==> src/hw/rtl/iptq_pkg.sv <==
`default_nettype none
package iptq_pkg;

    localparam int DATA_W  = 32;
    localparam int MAG_W   = 31;
    localparam int SHIFT_W = 5;
    localparam int VBITS_W = 5;
    localparam int ACT_W   = 2;
    localparam int STAT_W  = 2;

    localparam logic [VBITS_W-1:0] VBITS_RESET = VBITS_W'(8);
    localparam logic [VBITS_W-1:0] VBITS_MIN   = VBITS_W'(2);

    typedef enum logic [ACT_W-1:0] {
        ACT_CLEAR   = 2'd0,
        ACT_MEASURE = 2'd1,
        ACT_CONVERT = 2'd2
    } t_action;

    typedef enum logic [STAT_W-1:0] {
        STAT_IN_RANGE = 2'd0,
        STAT_ABOVE    = 2'd1,
        STAT_BELOW    = 2'd2
    } t_status;

endpackage
`default_nettype wire

==> src/hw/rtl/iptq_absmax.sv <==
`default_nettype none
module iptq_absmax
    import iptq_pkg::*;
(
    input  wire                      i_clk,
    input  wire                      i_rst_n,
    input  wire                      i_upd,
    input  t_action                  i_action,
    input  wire signed [DATA_W-1:0]  i_sample,
    output logic [SHIFT_W-1:0]       o_len
);

    logic [MAG_W-1:0]  r_max;
    logic [MAG_W-1:0]  n_max;
    logic [DATA_W-1:0] mag;
    logic [MAG_W-1:0]  mag_sat;

    always_comb begin
        mag     = i_sample[DATA_W-1] ? (DATA_W'(0) - i_sample) : i_sample;
        // the most negative sample saturates to the largest magnitude
        mag_sat = mag[DATA_W-1] ? {MAG_W{1'b1}} : mag[MAG_W-1:0];
        n_max   = r_max;
        if (i_upd) begin
            case (i_action)
                ACT_CLEAR:   n_max = '0;
                ACT_MEASURE: if (mag_sat > r_max) n_max = mag_sat;
                default:     n_max = r_max;
            endcase
        end
    end

    always_ff @(posedge i_clk) begin
        if (!i_rst_n) begin
            r_max <= '0;
        end else begin
            r_max <= n_max;
        end
    end

    // bit length of the maximum, one when it is zero
    always_comb begin
        o_len = SHIFT_W'(1);
        for (int i = 0; i < MAG_W; i++) begin
            if (r_max[i]) o_len = SHIFT_W'(i + 1);
        end
    end

endmodule
`default_nettype wire

==> src/hw/rtl/iptq_convert.sv <==
`default_nettype none
module iptq_convert
    import iptq_pkg::*;
(
    input  wire        [VBITS_W-1:0] i_value_bits,
    input  wire        [SHIFT_W-1:0] i_len,
    input  wire signed [DATA_W-1:0]  i_sample,
    output logic signed [DATA_W-1:0] o_quantized,
    output t_status                  o_status,
    output logic       [SHIFT_W-1:0] o_shift
);

    logic        [VBITS_W-1:0] b_eff;
    logic        [VBITS_W-1:0] offset;
    logic signed [DATA_W-1:0]  high_part;

    always_comb begin
        b_eff       = (i_value_bits < VBITS_MIN) ? VBITS_MIN : i_value_bits;
        offset      = b_eff - VBITS_W'(1);
        o_shift     = (i_len > offset) ? (i_len - offset) : '0;
        o_quantized = i_sample >>> o_shift;
        // in range when everything above the sign position is pure sign extension
        high_part   = o_quantized >>> offset;
        if (!o_quantized[DATA_W-1] && (high_part != '0)) begin
            o_status = STAT_ABOVE;
        end else if (o_quantized[DATA_W-1] && (high_part != '1)) begin
            o_status = STAT_BELOW;
        end else begin
            o_status = STAT_IN_RANGE;
        end
    end

endmodule
`default_nettype wire

==> src/hw/rtl/int_power_of_two_quantizer.sv <==
`default_nettype none
// A convert word passes from the input register to the output register.
// Throughput: one word per cycle while the output is not stalled; the maximum
// update, bit-length encode and barrel shift all sit between the two registers.
// Clear and measure words produce no output word.
// Reset (synchronous, active low) empties both stages, clears the running
// maximum and sets value_bits to 8.
module int_power_of_two_quantizer
    import iptq_pkg::*;
(
    input  wire                      i_clk,
    input  wire                      i_rst_n,
    input  wire                      i_cfg_wr_en,
    input  wire        [VBITS_W-1:0] i_cfg_wr_data,
    input  wire                      i_in_valid,
    output logic                     o_in_stall,
    input  wire        [ACT_W-1:0]   i_action,
    input  wire signed [DATA_W-1:0]  i_sample,
    output logic                     o_out_valid,
    input  wire                      i_out_stall,
    output logic signed [DATA_W-1:0] o_quantized,
    output logic       [STAT_W-1:0]  o_status,
    output logic       [SHIFT_W-1:0] o_shift_used
);

    logic [VBITS_W-1:0] r_value_bits;

    logic                     r_s1_valid;
    t_action                  r_s1_action;
    logic signed [DATA_W-1:0] r_s1_sample;

    logic                      r_out_valid;
    logic signed [DATA_W-1:0]  r_quantized;
    t_status                   r_status;
    logic        [SHIFT_W-1:0] r_shift_used;

    logic                     out_free;
    logic                     s1_is_conv;
    logic                     s1_go;
    logic                     in_take;
    logic [SHIFT_W-1:0]       len;
    logic signed [DATA_W-1:0] c_quantized;
    t_status                  c_status;
    logic [SHIFT_W-1:0]       c_shift;

    assign out_free   = !r_out_valid || !i_out_stall;
    assign s1_is_conv = (r_s1_action == ACT_CONVERT);
    // a word that makes no output leaves stage one regardless of the output side
    assign s1_go      = r_s1_valid && (out_free || !s1_is_conv);
    assign o_in_stall = r_s1_valid && !s1_go;
    assign in_take    = i_in_valid && !o_in_stall;

    iptq_absmax u_absmax (
        .i_clk    (i_clk),
        .i_rst_n  (i_rst_n),
        .i_upd    (s1_go),
        .i_action (r_s1_action),
        .i_sample (r_s1_sample),
        .o_len    (len)
    );

    iptq_convert u_convert (
        .i_value_bits (r_value_bits),
        .i_len        (len),
        .i_sample     (r_s1_sample),
        .o_quantized  (c_quantized),
        .o_status     (c_status),
        .o_shift      (c_shift)
    );

    always_ff @(posedge i_clk) begin
        if (!i_rst_n) begin
            r_value_bits <= VBITS_RESET;
        end else if (i_cfg_wr_en) begin
            r_value_bits <= i_cfg_wr_data;
        end
    end

    always_ff @(posedge i_clk) begin
        if (!i_rst_n) begin
            r_s1_valid <= 1'b0;
        end else if (in_take) begin
            r_s1_valid <= 1'b1;
        end else if (s1_go) begin
            r_s1_valid <= 1'b0;
        end
    end

    always_ff @(posedge i_clk) begin
        if (in_take) begin
            r_s1_action <= t_action'(i_action);
            r_s1_sample <= i_sample;
        end
    end

    always_ff @(posedge i_clk) begin
        if (!i_rst_n) begin
            r_out_valid <= 1'b0;
        end else if (s1_go && s1_is_conv) begin
            r_out_valid <= 1'b1;
        end else if (!i_out_stall) begin
            r_out_valid <= 1'b0;
        end
    end

    // load the result word; hold it while stalled
    always_ff @(posedge i_clk) begin
        if (s1_go && s1_is_conv) begin
            r_quantized  <= c_quantized;
            r_status     <= c_status;
            r_shift_used <= c_shift;
        end
    end

    assign o_out_valid  = r_out_valid;
    assign o_quantized  = r_quantized;
    assign o_status     = r_status;
    assign o_shift_used = r_shift_used;

endmodule
`default_nettype wire

==> config.mk <==
export PLATFORM = sky130hd
export DESIGN_NAME = int_power_of_two_quantizer
export DESIGN_NICKNAME = d
export VERILOG_FILES = /design/src/hw/rtl/iptq_pkg.sv /design/src/hw/rtl/iptq_absmax.sv /design/src/hw/rtl/iptq_convert.sv /design/src/hw/rtl/int_power_of_two_quantizer.sv
export SDC_FILE = /design/constraint.sdc
export NUM_CORES = 1
export LEC_CHECK = 0
export ABC_AREA = 1
export BUFFER_PORTS_ARGS = -buffer_cell sky130_fd_sc_hd__buf_2
export CORE_MARGIN = 2
export CORE_UTILIZATION = 50
export CTS_BUF_LIST = sky130_fd_sc_hd__clkbuf_2 sky130_fd_sc_hd__clkbuf_4 sky130_fd_sc_hd__clkbuf_8
export CTS_CLUSTER_SIZE = 24
export DETAILED_ROUTE_END_ITERATION = 8
export GPL_ROUTABILITY_DRIVEN = 0
export PLACE_DENSITY = 0.73
export SLEW_MARGIN = 30
export SYNTH_ARGS = -nofsm -noshare
export SYNTH_HDL_FRONTEND = slang
export SYNTH_SLANG_ARGS = --single-unit
==> constraint.sdc <==
create_clock -name i_clk -period 13.9 [get_ports i_clk]
set_input_delay 1.39 -clock i_clk [delete_from_list [all_inputs] [get_ports i_clk]]
set_output_delay 1.39 -clock i_clk [all_outputs]
set_load 0.01 [all_outputs]
# After elaboration in Yosys (flattened, before gate mapping)
# Index checks and enable logic that the tools add are counted.
# totals
wordCells	82
output_inout_bits	41
ff_bits	111
in_bits	44
# op_classes
reduce_logical	19
order_cmp	3
muxes	41
n_addsub	3
shift	2
n_eq_ne	5
# op_table
op	count
two-way mux 5 bit	18
>>> shifter 32 x 5 -> 32 bit	2
two-way mux 31 bit	2
case mux 31 bit (2 select lines)	1
two-way mux 32 bit	1
two-way mux 4 bit	8
inequality test 32 bit (second input constant)	1
nonzero test 32 bit	1
subtractor 1 x 32 -> 32 bit (first input constant)	1
> comparator 31 bit	1
two-way mux 3 bit	4
logical AND 1 bit	6
zero test 1 bit	6
two-way mux 2 bit	3
> comparator 5 bit	1
< comparator 5 x 2 -> 1 bit (second input constant)	1
subtractor 5 x 1 -> 5 bit (second input constant)	1
subtractor 5 bit	1
two-way mux 1 bit	4
inequality test 2 x 1 -> 1 bit (second input constant)	2
nonzero test 2 bit	2
AND reduction 3 bit	1
== test 2 x 1 -> 1 bit (second input constant)	1
== test 2 bit (second input constant)	1
other kinds (2)	3

# Logic depth before layout (Yosys ltp)
# Gate-level depths: netlist (run 1).
# depth
ltp_word	37
mapped_depth	51
mapped_depth_nobuf	51

# Modules after synthesis
# Synthesis (run 1) repeated with hierarchy kept, for this count alone.
# hier_totals
hier_cells	1867
hier_area_um2	11521.0
# by_module_without_submodules
mod	seq_area_each_um2	n_inst	cells_each	area_per_inst_um2
iptq_convert	0.0	1	1195	5646.7
iptq_absmax	620.6	1	559	3387.0
int_power_of_two_quantizer	2332.2	1	113	2487.4

# Worst setup path after synthesis (run 1)
# Ideal clock, no wire load.
# synth_path
kind	reg2reg
from	register r_value_bits[2]
to	register r_status[1], in the netlist o_status[1], data pin
stages_incl_launch_ff	35
slack_ps	8896
period_less_slack_ps	5004
required_ps	13635
n_path_buf	4
arrival_time_ps	4739
setup_ps	265
path_cell_list	dfxtp_1 nor2_1 a31oi_1 clkinv_1 clkbuf_1 ha_1 nand2_1 xor2_1 inv_1 clkbuf_1 clkbuf_1 ha_1 a21oi_1 nand3_4 nand2_4 inv_4 nand2_2 inv_2 nand2_1 buf_2 nand3_1 nand3_1 nand3_1 nand3_1 nand2_1 nand2_1 nand2_1 nand2_1 nand2_1 nor2_1 nand2_1 nor2_1 nand2_1 nor2_1 nor2_1
# synth_via
elab_chain_cells	10
elab_cells_between_ends	14
classes_between	2 x add/sub; 2 x order compare; 1 x eq/ne; 2 x shift; 3 x mux; 4 x reduce/logical
# synth_rtl
element	line_no	text
from (decl)	int_power_of_two_quantizer.sv:26	logic [VBITS_W-1:0] r_value_bits;
from (signal assigned)	int_power_of_two_quantizer.sv:75	r_value_bits <= i_cfg_wr_data;
< comparator 5 x 2 -> 1 bit	iptq_convert.sv:18	b_eff = (i_value_bits < VBITS_MIN) ? VBITS_MIN : i_value_bits;
two-way mux 5 bit (*)	iptq_convert.sv:18	
subtractor 5 x 1 -> 5 bit (*)	iptq_convert.sv:19	offset = b_eff - VBITS_W'(1);
subtractor 5 bit or > comparator 5 bit (tied branches)	iptq_convert.sv:20	o_shift = (i_len > offset) ? (i_len - offset) : '0;
two-way mux 5 bit	iptq_convert.sv:20	
>>> shifter 32 x 5 -> 32 bit	iptq_convert.sv:21	o_quantized = i_sample >>> o_shift;
>>> shifter 32 x 5 -> 32 bit	iptq_convert.sv:23	high_part = o_quantized >>> offset;
inequality test 32 bit	iptq_convert.sv:26	end else if (o_quantized[DATA_W-1] && (high_part != '1)) begin
logical AND 1 bit	iptq_convert.sv:26	
two-way mux 2 bit	iptq_convert.sv:26	
to (signal assigned)	int_power_of_two_quantizer.sv:110	r_status <= c_status;
to (decl)	int_power_of_two_quantizer.sv:34	t_status r_status;
# Every way passes the cells marked *; elsewhere a longest branch is shown, timed or not.
# A chain may end at the register's enable or synchronous reset.

# Worst setup path after layout (run 1)
# Ends and elaborated chain as after synthesis.

==> metrics.md, run 1 <==
| Metric | Value |
|---|---|
| Post-layout net count | `1754` |
| Pins over their slew limit | `0` |
| Number of buffers added to fix hold violations after cts | `0` |
| Slew at the pin closest to its max-slew limit | `0.9328 ns` |
| Internal Power | `1094 µW` |
| Kind of start point of the critical path | `flip-flop` |
| Number of antenna violations at the first check in global routing | `0` |
| Number of flops mapped to enable cells by yosys | `73` |
| NetSw | `1591 µW` |
| Register bit total from synthesis | `111` |
| Full die area | `22380 µm²` |
| Power per unit of standard cell area | `238.2 nW/µm²` |
| Number of gates resized after cts | `0` |
| Die Span Y | `149.6 µm` |
| Crit path DAT | `7.52 ns` |
| Drt wl/cell | `16.89 µm` |
| Power share of the clock group | `7.9%` |
| Worst hold-check path type | `flip-flop to flip-flop` |
| Biggest cell delay along the critical path | `0.60 ns` |
| Post-Syn Area per Cell | `6.363 µm²` |
| Cell taking the most area after synthesis | `nand3_1` |
| Total Power | `2684 µW` |
| Max clock buf depth | `2` |
| DP HPWL | `24290 µm` |
| Routed Antenna Nets | `0` |
| Mapped Nets | `1749` |
| Sum of routed wire length over all layers | `32950 µm` |
| Core utilization of the finished layout | `53.94%` |
| I/O pin count | `85` |
| Sequential fraction of the synthesis area | `27.86%` |
| Horizontal die dimension | `149.6 µm` |
| Layout Area Growth over Synthesis | `6.303%` |
| Number of diodes added for antenna fixing | `0` |
| Yosys warning count | `0` |
| Via Count | `11869` |
| Number of global-route vias before repair | `10365` |
| Overflow after GRT | `0` |
| Setup repair after global routing missed its margin | `false` |
| Core Region | `20890 µm²` |
| Top post-synthesis cells by area | `nand3_1 (29%), edfxtp_1 (21%), nand2_1 (14%)` |
| Finished Cell Area | `11270 µm²` |
| Multi-input combinational cell area | `6818 µm²` |
| Async set-reset flop share out of synthesis | `0%` |
| Worst reg2reg setup slack | `6.54 ns` |
| Fin Setup TNS | `0 ns` |
| Library cell contributing the largest single delay on the critical path | `nand2_2` |
| Maximum number of pins on one net before global-route repair | `50` |
| Headroom to the max-slew limit | `37.75%` |
| Violation count after the first detailed-route iteration | `1870` |
| Worst path setup slack after routing | `6.539 ns` |
| Reported max-cap violation count | `0` |
| Maximum level of the CTS H-tree | `3` |
| Final clock skew | `0.02677 ns` |
| Count of final setup violators | `0` |
| Count of mapped cells out of synthesis | `1666` |
| Initial standard-cell utilization of the core | `50.75%` |
| Reported leakage power | `0.005148 µW` |
| Core Rows | `53` |
| Crit path max fanout | `44` |
| Global-route wire length before repair | `52920 µm` |
| Total cell area at the placement stage | `11040 µm²` |
| Number of CTS-inserted buffers | `9` |
| Hold Vio Cnt, Final | `0` |
| F_max | `135.9 MHz` |
| Overall routing resource usage | `29.64%` |
| Category of the critical setup timing path | `flip-flop to flip-flop` |
| CTS tree | `yes` |
| Root buf cell | `clkbuf_8` |
| Outcome | `complete, no violations` |
| Final worst path period share | `52.96%` |
| CTS clk-pin slew, worst paths | `0.11 ns` |
| Post-CTS setup buffers | `0` |
| Critical path's most frequent cell | `nand2_1` |
| # port buffers | `84` |
| Number of inserted filler cells in the final layout | `2117` |
| Part of the power in combinational logic | `75.6%` |
| Total standard cell area after synthesis | `10600 µm²` |
| Seq pwr share | `16.6%` |
| Number of unique standard cell types used by synthesis | `47` |
| DRC violation count after routing | `0` |
| Worst setup slack after placement | `6.701 ns` |
| Final period demand of the worst path | `7.361 ns` |
| Sink count of the clock tree | `111` |
| Most numerous cell in the Yosys netlist | `nand3_1` |
| Combined flip-flop and latch cell area | `2953 µm²` |
| Share of the synthesized area in the top cell type | `29.41%` |
| Sw Ratio | `59.26%` |
| Number of vias per cell | `6.084` |
| Peak VDD IR | `123.6 µV` |
| CP endpoint kind | `flip-flop` |
| Number of iterations in the first detailed-routing pass | `6` |
| Worst path required time | `14.06 ns` |
| Kind of cell adding the most delay to the critical path | `simple AND/OR/NAND/NOR gates` |
| Clock latency at the later pin of the worst-skew pair | `0.41 ns` |
| Share of cells above drive strength 1 | `9.785%` |
| Buffers & Inverters on Critical Path | `5` |
| Most instantiated flip-flop cell in the synthesis netlist | `edfxtp_1` |
| Most common library cells after synthesis | `nand3_1 (623), nand2_1 (398), nor2_1 (94)` |
-- power groups by stage --
stage | Combinational, µW | Sequential [µW] | Clock [µW]
global route | 2240 | 447 | 227
CTS | 1960 | 444 | 216
floorplan | 1510 | 453 | 0
finish | 2030 | 444 | 212
global placement | 1940 | 451 | 0
detailed placement | 1950 | 452 | 0
-- through the flow --
step | cells | hold slack, ns
6_report | 1951 | 0.4900
5_1_grt | 1951 | 0.5149
4_1_cts | 1950 | 0.4883
3_5_place_dp | 1934 | 0.4713
3_3_place_gp | 1933 | 0.4688
2_1_floorplan | 1666 | 0.4479
-- area by class of cell --
type	count	share of cell area [%]
repair buffers	98	4.908
multi-input cells	1347	60.50
inverters	104	3.509
clock inverters	6	0.6551
well taps	275	3.054
clock buffers	10	1.166
flip-flops and latches	111	26.20
-- cell families after synthesis --
| logic type | share of synthesized area, % |
|---|---|
| AO/OA/AOI/OAI | 6.917 |
| buffers and inverters | 8.251 |
| flip-flops | 27.86 |
| adder cells (fa/ha/maj) | 4.674 |
| XOR/XNOR | 1.653 |
| AND/OR/NAND/NOR | 50.65 |
-- layer usage --
layer,share of wire [%],track usage (%),up-vias
met5,0,0,-
met1,44,43.51,5344
met4,3.4,10.76,0
met3,10,4.177,85
li1,-,-,5790
met2,42,44.17,650
-- path summary, 6_finish.rpt --
kind / from / end / depth (start not counted)
worst min-delay path: u_absmax.r_max[20]$_SDFFE_PN0P_ / u_absmax.r_max[20]$_SDFFE_PN0P_ / 2
worst min register to register: u_absmax.r_max[20]$_SDFFE_PN0P_ / u_absmax.r_max[20]$_SDFFE_PN0P_ / 2
worst max-delay path: r_value_bits[2]$_SDFFE_PN0P_ / o_status[1]$_SDFFCE_PP0P_ / 31
worst max register to register: r_value_bits[2]$_SDFFE_PN0P_ / o_status[1]$_SDFFCE_PP0P_ / 31
-- flip-flops by register name, indices dropped and copies added, names as in the netlist --
name / flops
o_shift_used: 5
o_status: 2
r_s1_sample: 32
o_out_valid: 1
o_quantized: 32
u_absmax.r_max: 31
r_s1_action: 2
r_s1_valid: 1
r_value_bits: 5
-- worst register-to-register path: cells and delay by family (launching register included) --
family | cells | cell delay, ns
compound gates | 2 | 0.81
xor+xnor | 1 | 0.06
fa+ha+maj | 2 | 0.68
buf+inv | 5 | 1.44
flops | 1 | 0.44
simple gates | 21 | 3.72
-- layout by cell type, fill, tap and decap left out, types with 10 or more instances in the layout --
cell type	instances
nand3_1	623
nand2_1	398
ha_1	38
buf_2	84
inv_1	90
a211oi_1	20
dfxtp_1	38
o21ai_0	31
nor2_1	92
xor2_1	14
buf_4	12
nor3_1	13
a21oi_1	47
nand3_2	10
edfxtp_1	73
Power figures use the tool's default switching activity.
==> inputs of run 2 (changes only) <==
==> constraint.sdc (replaced) <==
create_clock -name i_clk -period 6.85 [get_ports i_clk]
set_input_delay 0.685 -clock i_clk [delete_from_list [all_inputs] [get_ports i_clk]]
set_output_delay 0.685 -clock i_clk [all_outputs]
set_load 0.01 [all_outputs]
==> run 2 against run 1 <==
  * Combinational power rose by 100%
  * Non-clock buffer count is 2 higher
  * Utilization increased by 0.35 points
  * Final area is 0.65% higher
  * Count of clock-buffer cells in the layout stayed put
  * Sequential share of layout area is 0.17 points lower
  * Worst hold slack got worse by 0.067 ns
  * Global-route usage up 0.084 points
  * Critical path type unchanged
==> metrics.md, run 2 (same netlist as run 1, synthesis figures left out) <==
| Metric | Value |
|---|---|
| Outcome | `complete, no violations` |
| Share of cells above drive strength 1 | `10.00% (+0.21 points)` |
| Number of diodes added for antenna fixing | `0 (unchanged)` |
| DRC violation count after routing | `0 (unchanged)` |
| Combined flip-flop and latch cell area | `2953 µm² (unchanged)` |
| CP endpoint kind | `flip-flop` |
| Reported max-cap violation count | `0 (unchanged)` |
| Horizontal die dimension | `149.6 µm (unchanged)` |
| Category of the critical setup timing path | `flip-flop to flip-flop` |
| Number of inserted filler cells in the final layout | `2100 (-0.80%)` |
| Crit path max fanout | `44 (unchanged)` |
| Reported leakage power | `0.005183 µW (+0.69%)` |
| Count of final setup violators | `0 (unchanged)` |
| Final clock skew | `0.01756 ns (-0.009207 ns)` |
| Setup repair after global routing missed its margin | `false` |
| Root buf cell | `clkbuf_8` |
| Slew at the pin closest to its max-slew limit | `1.029 ns (+0.09653 ns)` |
| Worst path required time | `7.01 ns (-7.05 ns)` |
| Leading cell types in the layout, fill and taps excluded | `nand3_1 (623), nand2_1 (397), nor2_1 (92), inv_1 (91), buf_2 (84)` |
| Maximum level of the CTS H-tree | `3 (unchanged)` |
| Global-route wire length before repair | `53190 µm (+0.51%)` |
| Maximum number of pins on one net before global-route repair | `49 (-2.0%)` |
| Cell count of the worst reg-to-reg path | `33 (+6.5%)` |
| Drt wl/cell | `17.24 µm (+2.1%)` |
| Biggest cell delay along the critical path | `0.49 ns (-0.11 ns)` |
| Core Region | `20890 µm² (unchanged)` |
| Multi-input combinational cell area | `6849 µm² (+0.46%)` |
| Full die area | `22380 µm² (unchanged)` |
| Violation count after the first detailed-route iteration | `2002 (+7.1%)` |
| Routed Antenna Nets | `0 (unchanged)` |
| CTS tree | `yes` |
| Overall routing resource usage | `29.72% (+0.084 points)` |
| Number of global-route vias before repair | `10467 (+0.98%)` |
| Headroom to the max-slew limit | `31.30% (-6.4 points)` |
| Via Count | `12050 (+1.5%)` |
| Final period demand of the worst path | `6.330 ns (-1.031 ns)` |
| Clock latency at the later pin of the worst-skew pair | `0.42 ns (about the same)` |
| Hold Path Depth | `1 (-1)` |
| Power per unit of standard cell area | `484.6 nW/µm² (+100%)` |
| Number of vias per cell | `6.164 (+1.3%)` |
| F_max | `158.0 MHz (+16%)` |
| # port buffers | `84 (unchanged)` |
| Number of CTS-inserted buffers | `9 (unchanged)` |
| Total cell area at the placement stage | `11060 µm² (+0.25%)` |
| Final worst path period share | `92.41% (+39 points)` |
| Worst hold-check path type | `input port to flip-flop` |
| Critical path's most frequent cell | `nand2_1` |
| Die Span Y | `149.6 µm (unchanged)` |
| Number of iterations in the first detailed-routing pass | `7 (+1)` |
| CTS clk-pin slew, worst paths | `0.12 ns (about the same)` |
| Kind of start point of the critical path | `flip-flop` |
| Crit path DAT | `6.49 ns (-1.03 ns)` |
| Core Rows | `53 (unchanged)` |
| Library cell contributing the largest single delay on the critical path | `a21oi_1` |
| Pins over their slew limit | `0 (unchanged)` |
| Post-layout net count | `1758 (+0.23%)` |
| Non-filler cells in the finished layout | `1955 (+0.21%)` |
| Hold Vio Cnt, Final | `0 (unchanged)` |
| Overflow after GRT | `0 (unchanged)` |
| Sum of routed wire length over all layers | `33710 µm (+2.3%)` |
| Most common cell after layout, fill and taps aside | `nand3_1` |
| Number of antenna violations at the first check in global routing | `0 (unchanged)` |
| Max clock buf depth | `2 (unchanged)` |
| Peak VDD IR | `341.4 µV (+180%)` |
| Post-CTS setup buffers | `0 (unchanged)` |
| Post-placement cell count | `1936 (+0.10%)` |
| Finished Cell Area | `11340 µm² (+0.65%)` |
| Layout Area Growth over Synthesis | `6.999%` |
| Initial standard-cell utilization of the core | `50.75% (unchanged)` |
| Sink count of the clock tree | `111 (unchanged)` |
| Fin Setup TNS | `0 ns (unchanged)` |
| I/O pin count | `85 (unchanged)` |
| DP HPWL | `24470 µm (+0.74%)` |
[run 2: cell types whose count changed in the layout (fill, tap and decap cells not counted), sizes merged]
cell | previous run | this run
buf | 98 | 100
clkinvlp | 1 | 0
inv | 103 | 104
nand3 | 635 | 636
nor2 | 99 | 100
[run 2: worst max-delay path, delay by kind of cell, from the launching register on]
| kind | cells | cell delay (ns) |
|---|---|---|
| and+or+nand+nor | 21 | 3.02 |
| buffers and inverters | 7 | 1.32 |
| AOI/OAI and AO/OA | 2 | 0.62 |
| adders and majority gates | 2 | 0.55 |
| DFF | 1 | 0.38 |
| xor gates and xnor gates | 1 | 0.15 |
[run 2: routing by layer]
layer	vias up	global-route usage, %	share of wire [%]
met1	5448	43.28	43
met5	-	0	0
met4	0	11.19	3.5
met3	96	4.573	11
met2	714	44.22	43
li1	5792	-	-
[run 2: path summary, 6_finish.rpt]
kind                                                       from                         endpoint  slack, ns
worst max-delay path               r_value_bits[2]$_SDFFE_PN0P_        o_status[1]$_SDFFCE_PP0P_       0.52
worst min-delay path                               i_sample[22]        r_s1_sample[22]$_DFFE_PP_       0.42
worst max register to register     r_value_bits[2]$_SDFFE_PN0P_        o_status[1]$_SDFFCE_PP0P_       0.52
worst min register to register  u_absmax.r_max[26]$_SDFFE_PN0P_  u_absmax.r_max[26]$_SDFFE_PN0P_       0.49
[run 2: power breakdown]
part	internal, µW	switching [µW]	leakage (µW)
clock network	177	259	0.000108
registers	867	35.4	0.000999
logic	1190	2960	0.00408
total	2240	3260	0.00518
[run 2: area by class of cell]
cell class                 count  share of cell area, %
clock buffer                  10                  1.136
clock inverter                 6                 0.6950
inverter                     104                  3.563
multi-input combinational   1349                  60.39
sequential                   111                  26.03
tap                          275                  3.034
timing repair buffer         100                  5.152
[run 2: repair_timing]
item | CTS | global route
gates resized for setup | 0 | 10
setup endpoints to repair | 0 | 2
hold buffers | 0 | 0
[run 2: through the flow]
stage | power [µW] | worst slack [ns] | utilization [%] | hold slack [ns]
detailed placement | 4864 | 0.4485 | 52.96 | 0.4730
global placement | 4826 | 0.5176 | 52.83 | 0.4703
finish | 5496 | 0.5202 | 54.30 | 0.4231
floorplan | 3977 | 1.846 | - | 0.4479
global route | 5944 | 0.05438 | 54.30 | 0.4072
CTS | 5301 | 0.4321 | 53.96 | 0.4070
